[src/rtl/aes_pkg.sv]
package aes_pkg;

	typedef struct packed {
		logic [63:0] plaintext_high;
		logic [63:0] plaintext_low;
	} aes_in_t;

	typedef struct packed {
		logic [63:0] ciphertext_high;
		logic [63:0] ciphertext_low;
	} aes_out_t;

	localparam logic [0:0] REG_KEY_HIGH = 1'b0;
	localparam logic [0:0] REG_KEY_LOW  = 1'b1;

	localparam logic [7:0] SBOX [256] = '{
		8'h63, 8'h7c, 8'h77, 8'h7b, 8'hf2, 8'h6b, 8'h6f, 8'hc5,
		8'h30, 8'h01, 8'h67, 8'h2b, 8'hfe, 8'hd7, 8'hab, 8'h76,
		8'hca, 8'h82, 8'hc9, 8'h7d, 8'hfa, 8'h59, 8'h47, 8'hf0,
		8'had, 8'hd4, 8'ha2, 8'haf, 8'h9c, 8'ha4, 8'h72, 8'hc0,
		8'hb7, 8'hfd, 8'h93, 8'h26, 8'h36, 8'h3f, 8'hf7, 8'hcc,
		8'h34, 8'ha5, 8'he5, 8'hf1, 8'h71, 8'hd8, 8'h31, 8'h15,
		8'h04, 8'hc7, 8'h23, 8'hc3, 8'h18, 8'h96, 8'h05, 8'h9a,
		8'h07, 8'h12, 8'h80, 8'he2, 8'heb, 8'h27, 8'hb2, 8'h75,
		8'h09, 8'h83, 8'h2c, 8'h1a, 8'h1b, 8'h6e, 8'h5a, 8'ha0,
		8'h52, 8'h3b, 8'hd6, 8'hb3, 8'h29, 8'he3, 8'h2f, 8'h84,
		8'h53, 8'hd1, 8'h00, 8'hed, 8'h20, 8'hfc, 8'hb1, 8'h5b,
		8'h6a, 8'hcb, 8'hbe, 8'h39, 8'h4a, 8'h4c, 8'h58, 8'hcf,
		8'hd0, 8'hef, 8'haa, 8'hfb, 8'h43, 8'h4d, 8'h33, 8'h85,
		8'h45, 8'hf9, 8'h02, 8'h7f, 8'h50, 8'h3c, 8'h9f, 8'ha8,
		8'h51, 8'ha3, 8'h40, 8'h8f, 8'h92, 8'h9d, 8'h38, 8'hf5,
		8'hbc, 8'hb6, 8'hda, 8'h21, 8'h10, 8'hff, 8'hf3, 8'hd2,
		8'hcd, 8'h0c, 8'h13, 8'hec, 8'h5f, 8'h97, 8'h44, 8'h17,
		8'hc4, 8'ha7, 8'h7e, 8'h3d, 8'h64, 8'h5d, 8'h19, 8'h73,
		8'h60, 8'h81, 8'h4f, 8'hdc, 8'h22, 8'h2a, 8'h90, 8'h88,
		8'h46, 8'hee, 8'hb8, 8'h14, 8'hde, 8'h5e, 8'h0b, 8'hdb,
		8'he0, 8'h32, 8'h3a, 8'h0a, 8'h49, 8'h06, 8'h24, 8'h5c,
		8'hc2, 8'hd3, 8'hac, 8'h62, 8'h91, 8'h95, 8'he4, 8'h79,
		8'he7, 8'hc8, 8'h37, 8'h6d, 8'h8d, 8'hd5, 8'h4e, 8'ha9,
		8'h6c, 8'h56, 8'hf4, 8'hea, 8'h65, 8'h7a, 8'hae, 8'h08,
		8'hba, 8'h78, 8'h25, 8'h2e, 8'h1c, 8'ha6, 8'hb4, 8'hc6,
		8'he8, 8'hdd, 8'h74, 8'h1f, 8'h4b, 8'hbd, 8'h8b, 8'h8a,
		8'h70, 8'h3e, 8'hb5, 8'h66, 8'h48, 8'h03, 8'hf6, 8'h0e,
		8'h61, 8'h35, 8'h57, 8'hb9, 8'h86, 8'hc1, 8'h1d, 8'h9e,
		8'he1, 8'hf8, 8'h98, 8'h11, 8'h69, 8'hd9, 8'h8e, 8'h94,
		8'h9b, 8'h1e, 8'h87, 8'he9, 8'hce, 8'h55, 8'h28, 8'hdf,
		8'h8c, 8'ha1, 8'h89, 8'h0d, 8'hbf, 8'he6, 8'h42, 8'h68,
		8'h41, 8'h99, 8'h2d, 8'h0f, 8'hb0, 8'h54, 8'hbb, 8'h16
	};

	function automatic logic [7:0] xt(input logic [7:0] a);
		xt = {a[6:0], 1'b0} ^ (a[7] ? 8'h1b : 8'h00);
	endfunction

	function automatic logic [31:0] sub_word(input logic [31:0] w);
		sub_word = {SBOX[w[31:24]], SBOX[w[23:16]], SBOX[w[15:8]], SBOX[w[7:0]]};
	endfunction

	// SubBytes + ShiftRows; byte 0 is the msb
	function automatic logic [127:0] sub_shift(input logic [127:0] s);
		logic [127:0] t;
		t = '0;
		for (int c = 0; c < 4; c++)
			for (int r = 0; r < 4; r++)
				t[127 - 8 * (r + 4 * c) -: 8] = SBOX[s[127 - 8 * (r + 4 * ((c + r) % 4)) -: 8]];
		sub_shift = t;
	endfunction

	function automatic logic [127:0] mix_columns(input logic [127:0] s);
		logic [127:0] t;
		logic [7:0] a0, a1, a2, a3;
		t = '0;
		for (int c = 0; c < 4; c++) begin
			a0 = s[127 - 32 * c -: 8];
			a1 = s[119 - 32 * c -: 8];
			a2 = s[111 - 32 * c -: 8];
			a3 = s[103 - 32 * c -: 8];
			t[127 - 32 * c -: 8] = xt(a0) ^ xt(a1) ^ a1 ^ a2 ^ a3;
			t[119 - 32 * c -: 8] = a0 ^ xt(a1) ^ xt(a2) ^ a2 ^ a3;
			t[111 - 32 * c -: 8] = a0 ^ a1 ^ xt(a2) ^ xt(a3) ^ a3;
			t[103 - 32 * c -: 8] = xt(a0) ^ a0 ^ a1 ^ a2 ^ xt(a3);
		end
		mix_columns = t;
	endfunction

endpackage

[src/rtl/aes_key_expand.sv]
module aes_key_expand #(
	parameter int ROUNDS = 10
) (
	input  logic                         clk,
	input  logic                         arst_n,
	input  logic                         start,
	input  logic [127:0]                 key,
	output logic                         busy,
	output logic                         wr_en,
	output logic [$clog2(ROUNDS+1)-1:0]  wr_addr,
	output logic [127:0]                 wr_data
);
	import aes_pkg::*;

	localparam int AW = $clog2(ROUNDS + 1);

	logic          busy_q;
	logic [AW-1:0] idx_q;
	logic [127:0]  rk_q;
	logic [7:0]    rc_q;
	logic [31:0]   t;
	logic [127:0]  nxt;

	// one round key per cycle
	always_comb begin
		t = sub_word({rk_q[23:0], rk_q[31:24]}) ^ {rc_q, 24'h0};
		nxt[127:96] = rk_q[127:96] ^ t;
		nxt[95:64]  = rk_q[95:64] ^ nxt[127:96];
		nxt[63:32]  = rk_q[63:32] ^ nxt[95:64];
		nxt[31:0]   = rk_q[31:0] ^ nxt[63:32];
	end

	always_ff @(posedge clk or negedge arst_n) begin
		if (!arst_n) begin
			busy_q <= 1'b1;
			idx_q  <= '0;
		end else if (start) begin
			busy_q <= 1'b1;
			idx_q  <= '0;
		end else if (busy_q) begin
			if (idx_q == AW'(ROUNDS)) busy_q <= 1'b0;
			else idx_q <= idx_q + 1'b1;
		end
	end

	always_ff @(posedge clk or negedge arst_n) begin
		if (!arst_n) begin
			rk_q <= '0;
			rc_q <= 8'h01;
		end else if (start) begin
			rk_q <= key;
			rc_q <= 8'h01;
		end else if (busy_q && idx_q != '0) begin
			rk_q <= nxt;
			rc_q <= xt(rc_q);
		end
	end

	// entry 0 is the key itself; the rest step from rk_q
	assign busy    = busy_q | start;
	assign wr_en   = busy_q && !start;
	assign wr_addr = idx_q;
	assign wr_data = (idx_q == '0) ? rk_q : nxt;

endmodule

[config.mk]
export PLATFORM = sky130hd
export DESIGN_NAME = aes_key_expand
export DESIGN_NICKNAME = d
export VERILOG_FILES = /design/src/rtl/aes_pkg.sv /design/src/rtl/aes_key_expand.sv
export SDC_FILE = /design/constraint.sdc
export NUM_CORES = 1
export LEC_CHECK = 0
export BUFFER_PORTS_ARGS = -buffer_cell sky130_fd_sc_hd__buf_2
export CAP_MARGIN = 25
export CELL_PAD_IN_SITES_DETAIL_PLACEMENT = 1
export CELL_PAD_IN_SITES_GLOBAL_PLACEMENT = 1
export CORE_MARGIN = 2
export CORE_UTILIZATION = 46
export CTS_BUF_LIST = sky130_fd_sc_hd__clkbuf_2 sky130_fd_sc_hd__clkbuf_4 sky130_fd_sc_hd__clkbuf_8
export DETAILED_ROUTE_END_ITERATION = 7
export PLACE_DENSITY_LB_ADDON = 0.1
export SLEW_MARGIN = 20
export SYNTH_ARGS = -nofsm -noshare
export SYNTH_HDL_FRONTEND = slang
export SYNTH_SLANG_ARGS = --single-unit
[constraint.sdc]
create_clock -name clk -period 5 [get_ports clk]
set_input_delay 0.25 -clock clk [delete_from_list [all_inputs] [get_ports clk]]
set_output_delay 0.25 -clock clk [all_outputs]
set_load 0.01 [all_outputs]
Yosys cells after proc, flatten, opt, wreduce, memory -nomap -nowiden
Memory sizes are Yosys's and may differ from the RTL's.
Index checks and enable logic that the tools add are counted.
Cells by class
  add/sub/neg operators: 1
  $mul: 0
  divide/modulo/power cells: 0
  order comparisons: 4
  equal/unequal tests: 2
  shift operators: 0
  muxes and demuxes: 20
  bitwise logic cells: 11
  reductions and logical operators: 8
Operators with widths (count)
  $mux W128: 3
  $xor A32 B32 Y32: 5
  $mux W8: 10
  $ge A9 B9 Y1 const B: 4
  $not A8 Y9: 4
  $mux W4: 3
  $xor A8 B5 Y8: 1
  $mux W5: 1
  $add A4 B1 Y4 const B: 1
  $eq A4 B4 Y1 const B: 1
  $logic_not A4 Y1: 1
  $reduce_bool A2 Y1: 2
  $reduce_bool A4 Y1: 1
  $mux W1: 3
  $logic_and A1 B1 Y1: 2
  $ne A2 B2 Y1 const B: 1
  $reduce_and A2 Y1: 1
  $logic_not A1 Y1: 1
  $or A1 B1 Y1: 1
Storage, ports and cells
  register bits: 141
  bits in latches: 0
  RAM bits: 0
  ROM bits: 8192
  bits of input ports: 131
  output and inout bits: 134
  word-level logic and storage cells: 54
  memories: 4
Memories
  (name not given): depth 256, bits a word 8, read ports 1, clocked after memory_dff 0, write ports 0, line aes_pkg.sv:56  | sub_word = {SBOX[w[31:24]], SBOX[w[23:16]], SBOX[w[15:8]], SBOX[w[7:0]]};
  (name not given): depth 256, bits a word 8, read ports 1, clocked after memory_dff 0, write ports 0, line aes_pkg.sv:56
  (name not given): depth 256, bits a word 8, read ports 1, clocked after memory_dff 0, write ports 0, line aes_pkg.sv:56
  (name not given): depth 256, bits a word 8, read ports 1, clocked after memory_dff 0, write ports 0, line aes_pkg.sv:56

Logic depth before layout (Yosys ltp)
  depth in word-level cells: 11
  mapped depth: 16
  mapped depth without buffers: 11

Worst setup path after synthesis
Ideal clock, no wire load.
  path kind: register to output
  start point: register rk_q[8]
  end point: output wr_data[19]
  data arrival time: 3.864 ns
  data required time: 4.750 ns
  slack: 0.886 ns
  cell stages (with the launch flop): 15
  path buffers: 4
  cells stage by stage: dfrtp_1 -> clkbuf_1 -> buf_2 -> clkbuf_1 -> inv_1 -> ha_1 -> clkbuf_1 -> nor2b_1 -> a21oi_1 -> mux4_2 -> mux4_2 -> mux2_2 -> xnor3_1 -> nand2_1 -> xnor2_1
On the way
  cells in the longest elaborated chain, start to end: 10
RTL lines
  start: declaration: line aes_key_expand.sv:19  | logic [127:0] rk_q;
  start signal: assignment: line aes_key_expand.sv:51  | rk_q <= key;
  start signal: assignment: line aes_key_expand.sv:54  | rk_q <= nxt;
  $not A8 Y9 (not written as such): line aes_pkg.sv:56
  $mem_v2 Z256 W8
  $mux W8 (not written as such) (2 in series): line aes_pkg.sv:56
  $xor A32 B32 Y32: line aes_key_expand.sv:26  | t = sub_word({rk_q[23:0], rk_q[31:24]}) ^ {rc_q, 24'h0};
  $xor A32 B32 Y32: line aes_key_expand.sv:27  | nxt[127:96] = rk_q[127:96] ^ t;
  $xor A32 B32 Y32: line aes_key_expand.sv:28  | nxt[95:64] = rk_q[95:64] ^ nxt[127:96];
  $xor A32 B32 Y32: line aes_key_expand.sv:29  | nxt[63:32] = rk_q[63:32] ^ nxt[95:64];
  $xor A32 B32 Y32: line aes_key_expand.sv:30  | nxt[31:0] = rk_q[31:0] ^ nxt[63:32];
  $mux W128: line aes_key_expand.sv:63  | assign wr_data = (idx_q == '0) ? rk_q : nxt;
  end: declaration: line aes_key_expand.sv:11  | output logic [127:0] wr_data
No other way between the ends. The select of a mux whose other input is x is not followed.

Worst setup path after layout
  start point: register rk_q[17]
  end point: output wr_data[26]
Same word-level chain as after synthesis.

==> impl_metrics.csv <==
group,metric,value,unit
run_status,status,"finished, final reports clean",
setup_path,setup.worst_path.start,"rk_q[17]",
finish,area_growth,14.1,%
die,row_count,86,
setup_path,cp.arrival,4.63,ns
setup_path,crit_fanout,10,
yosys,synthTopCellsByCount,"nand2_1 (384), o21ai_0 (259), nor2_1 (254)",
yosys,yosys_warnings,0,
yosys,avgSynthCellArea,7.24,um2
global_route,antenna_found_initial,14,
clocking,cts_tree,"done",
global_route,track_usage,45.8,%
job,drv_cap,0,
sta,drv_slew,0,
finish,seq_area,3560,um2
yosys,synth.most_common_cell,"nand2_1",
place,port_buffers,264,
yosys,ys_async_sr_fraction,100,%
drt,wire_per_inst,30.6,um
finish,multiInputGateArea,20000,um2
worst_hold_path,min_path_type,"in -> reg",
setup_path,endpoint,"wr_data[26]",
finish,fin_cells,4403,
setup_path,crit_type,"reg -> out",
sta,post-route-period-util,97.5,%
yosys,syn_nets,3700,
clocking,htreeDepth,4,
global_route,gr-total-overflow,0,
yosys,synth_area,25400,um2
finish,drive_gt1_share,17.4,%
drt,first_iter_violations,3876,
setup_path,start_kind,"flop",
die,ioPinCount,265,
clocking,cts_buffers,17,
yosys,ys_seq_elements,141,
yosys,synth_area_leaders,"dfrtp_1 (14%), xnor2_1 (6.9%), nand2_1 (5.7%), o21ai_0 (5.1%), nor2_1 (3.8%)",
sta,final.min_clock_period,4.88,ns
clocking,path_clk_slew,0.09,ns
sta,grt_setup_unrepaired,"yes",
global_route,first_global_vias,31600,
place,dp_hpwl,91200,um
drt,firstDrtPassIters,7,
die,start_util,46.3,%
yosys,syn_inst,3506,
sta,finalSetupViolCount,0,
yosys,ys_seq_area_share,13.9,%
yosys,yosys.area.top_type,"dfrtp_1",
setup_path,r2r_end,"rk_q[22]",
drt,drc_errors,0,
place,post-place-cells,4224,
setup_path,rr_worst_depth,11,
die,core,54900,um2
clocking,worstSkewPairLatency,0.58,ns
drt,vias_per_cell,7.14,
clocking,root_buffer,"clkbuf_8",
place,place.gp.congestion,1.07,
die,dieWidth,239,um
die,die_height,239,um
sta,finClkSkew,0.0293,ns
die,fp.dieArea,57100,um2
yosys,synth_ff_type,"dfrtp_1",
setup_path,worst-r2r-setup-slack,0.86,ns
setup_path,critPathRequiredTime,4.75,ns
place,place_area,27000,um2
yosys,synthDominantCellAreaShare,13.7,%
place,pre_cts_ws,0.560,ns
drt,num_vias,31400,
finish,fillCellCount,6901,
yosys,synth.distinct_cells,105,
sta,setup-tns-final,0,ns
drt,ant_nets,0,
sta,tightestPinTransition,1.09,ns
setup_path,regToRegStartpoint,"rk_q[8]",
clocking,clock-sinks,141,
sta,setup_slack,0.123,ns
drt,wl,135000,um
sta,finalHoldViolCount,0,
sta,slew_headroom,27.1,%
global_route,grt_max_degree,131,
clocking,clockBufferDepth,2,
sta,fmax,205,MHz
yosys,synth_edf_count,0,
finish,final_net_count,3869,
finish,stdcell_area,29000,um2
setup_path,end_kind,"output port",
global_route,grt_pass1_wl,200000,um
==> per-layer routing <==
layer	global-route usage (%)	share of wire [%]
met5	0	0.020
met4	30.3	7.1
met3	10.5	10
met2	71.0	44
met1	56.7	38
==> cell type report <==
| cell class | instances | share of cell area, % |
|---|---|---|
| well taps | 704 | 3.04 |
| diodes | 11 | 0.0950 |
| flip-flops and latches | 141 | 12.3 |
| multi-input cells | 2919 | 69.0 |
| inverters | 54 | 0.734 |
| clock inverters | 9 | 0.458 |
| repair buffers | 541 | 13.3 |
| repair inverters | 1 | 0.0173 |
| clock buffers | 23 | 1.05 |
==> cell usage in the layout (no fill, tap or decap), drive strengths merged, types with 34 or more instances in the layout <==
cell type	instances
and2	44
o21ai	263
a211oi	53
ha	63
xor2	104
nand2	384
dlygate4sd3	127
o311ai	49
nand2b	116
nor3	94
buf	413
nand3	107
mux2i	68
xnor2	205
nor2	256
mux4	34
a21oi	191
o211ai	74
nor2b	85
dfrtp	139
inv	45
mux2	37
a31oi	63
==> per-stage QoR <==
step                hold WS, ns  utilization, %
global placement          0.309            49.2
global route             0.0814            52.8
finish                    0.116            52.8
CTS                     0.00544            52.3
detailed placement        0.314            49.2
floorplan               -0.0456               -
==> registers in the layout, summed over array words and instances (netlist names) <==
name and flops:
wr_addr 4, rc_q 8, busy_q 1, rk_q 128
==> what timing repair did <==
action	4_1_cts	5_1_grt
cloned	0	1
setup endpoints to repair	5	29
endpoints found under the hold margin	188	0
buffers inserted	0	8
hold buffers	127	0
pin swaps	0	5
gates resized for setup	3	37
==> logic make-up after synthesis <==
logic type	after synthesis	share of synthesized area (%)
xor+xnor	324	12.2
simple gates	1298	25.4
fa+ha+maj	63	3.10
buf+inv	446	8.10
mux	139	7.34
flops	141	13.9
compound gates	1095	30.0
==> how the worst min path moves through the flow <==
stage / startpoint / to / slack, ns / cells past startpoint
2_1_floorplan: arst_n / rc_q[1] / -0.05 / 0
3_3_place_gp: arst_n / rk_q[16] / 0.31 / 1
3_5_place_dp: arst_n / rk_q[16] / 0.31 / 1
4_1_cts: key[127] / rk_q[127] / 0.005 / 3
5_1_grt: key[22] / rk_q[22] / 0.08 / 3
6_report: key[22] / rk_q[22] / 0.12 / 3
==> critical path: stages (launching register included) <==
cell       delay, ns
dfrtp_1         0.40
inv_1           0.30
ha_1            0.46
nor2b_1         0.23
a211o_1         0.34
a2111oi_4       0.50
a211oi_1        0.15
nor4_1          0.41
nor4b_2         0.09
buf_4           0.16
xnor2_1         0.31
mux2i_1         0.34
xnor2_1         0.19
buf_2           0.18
Power is left out: the tool's default activity adds up to more than one toggle a clock period on the data nets, which glitch-free logic cannot reach.
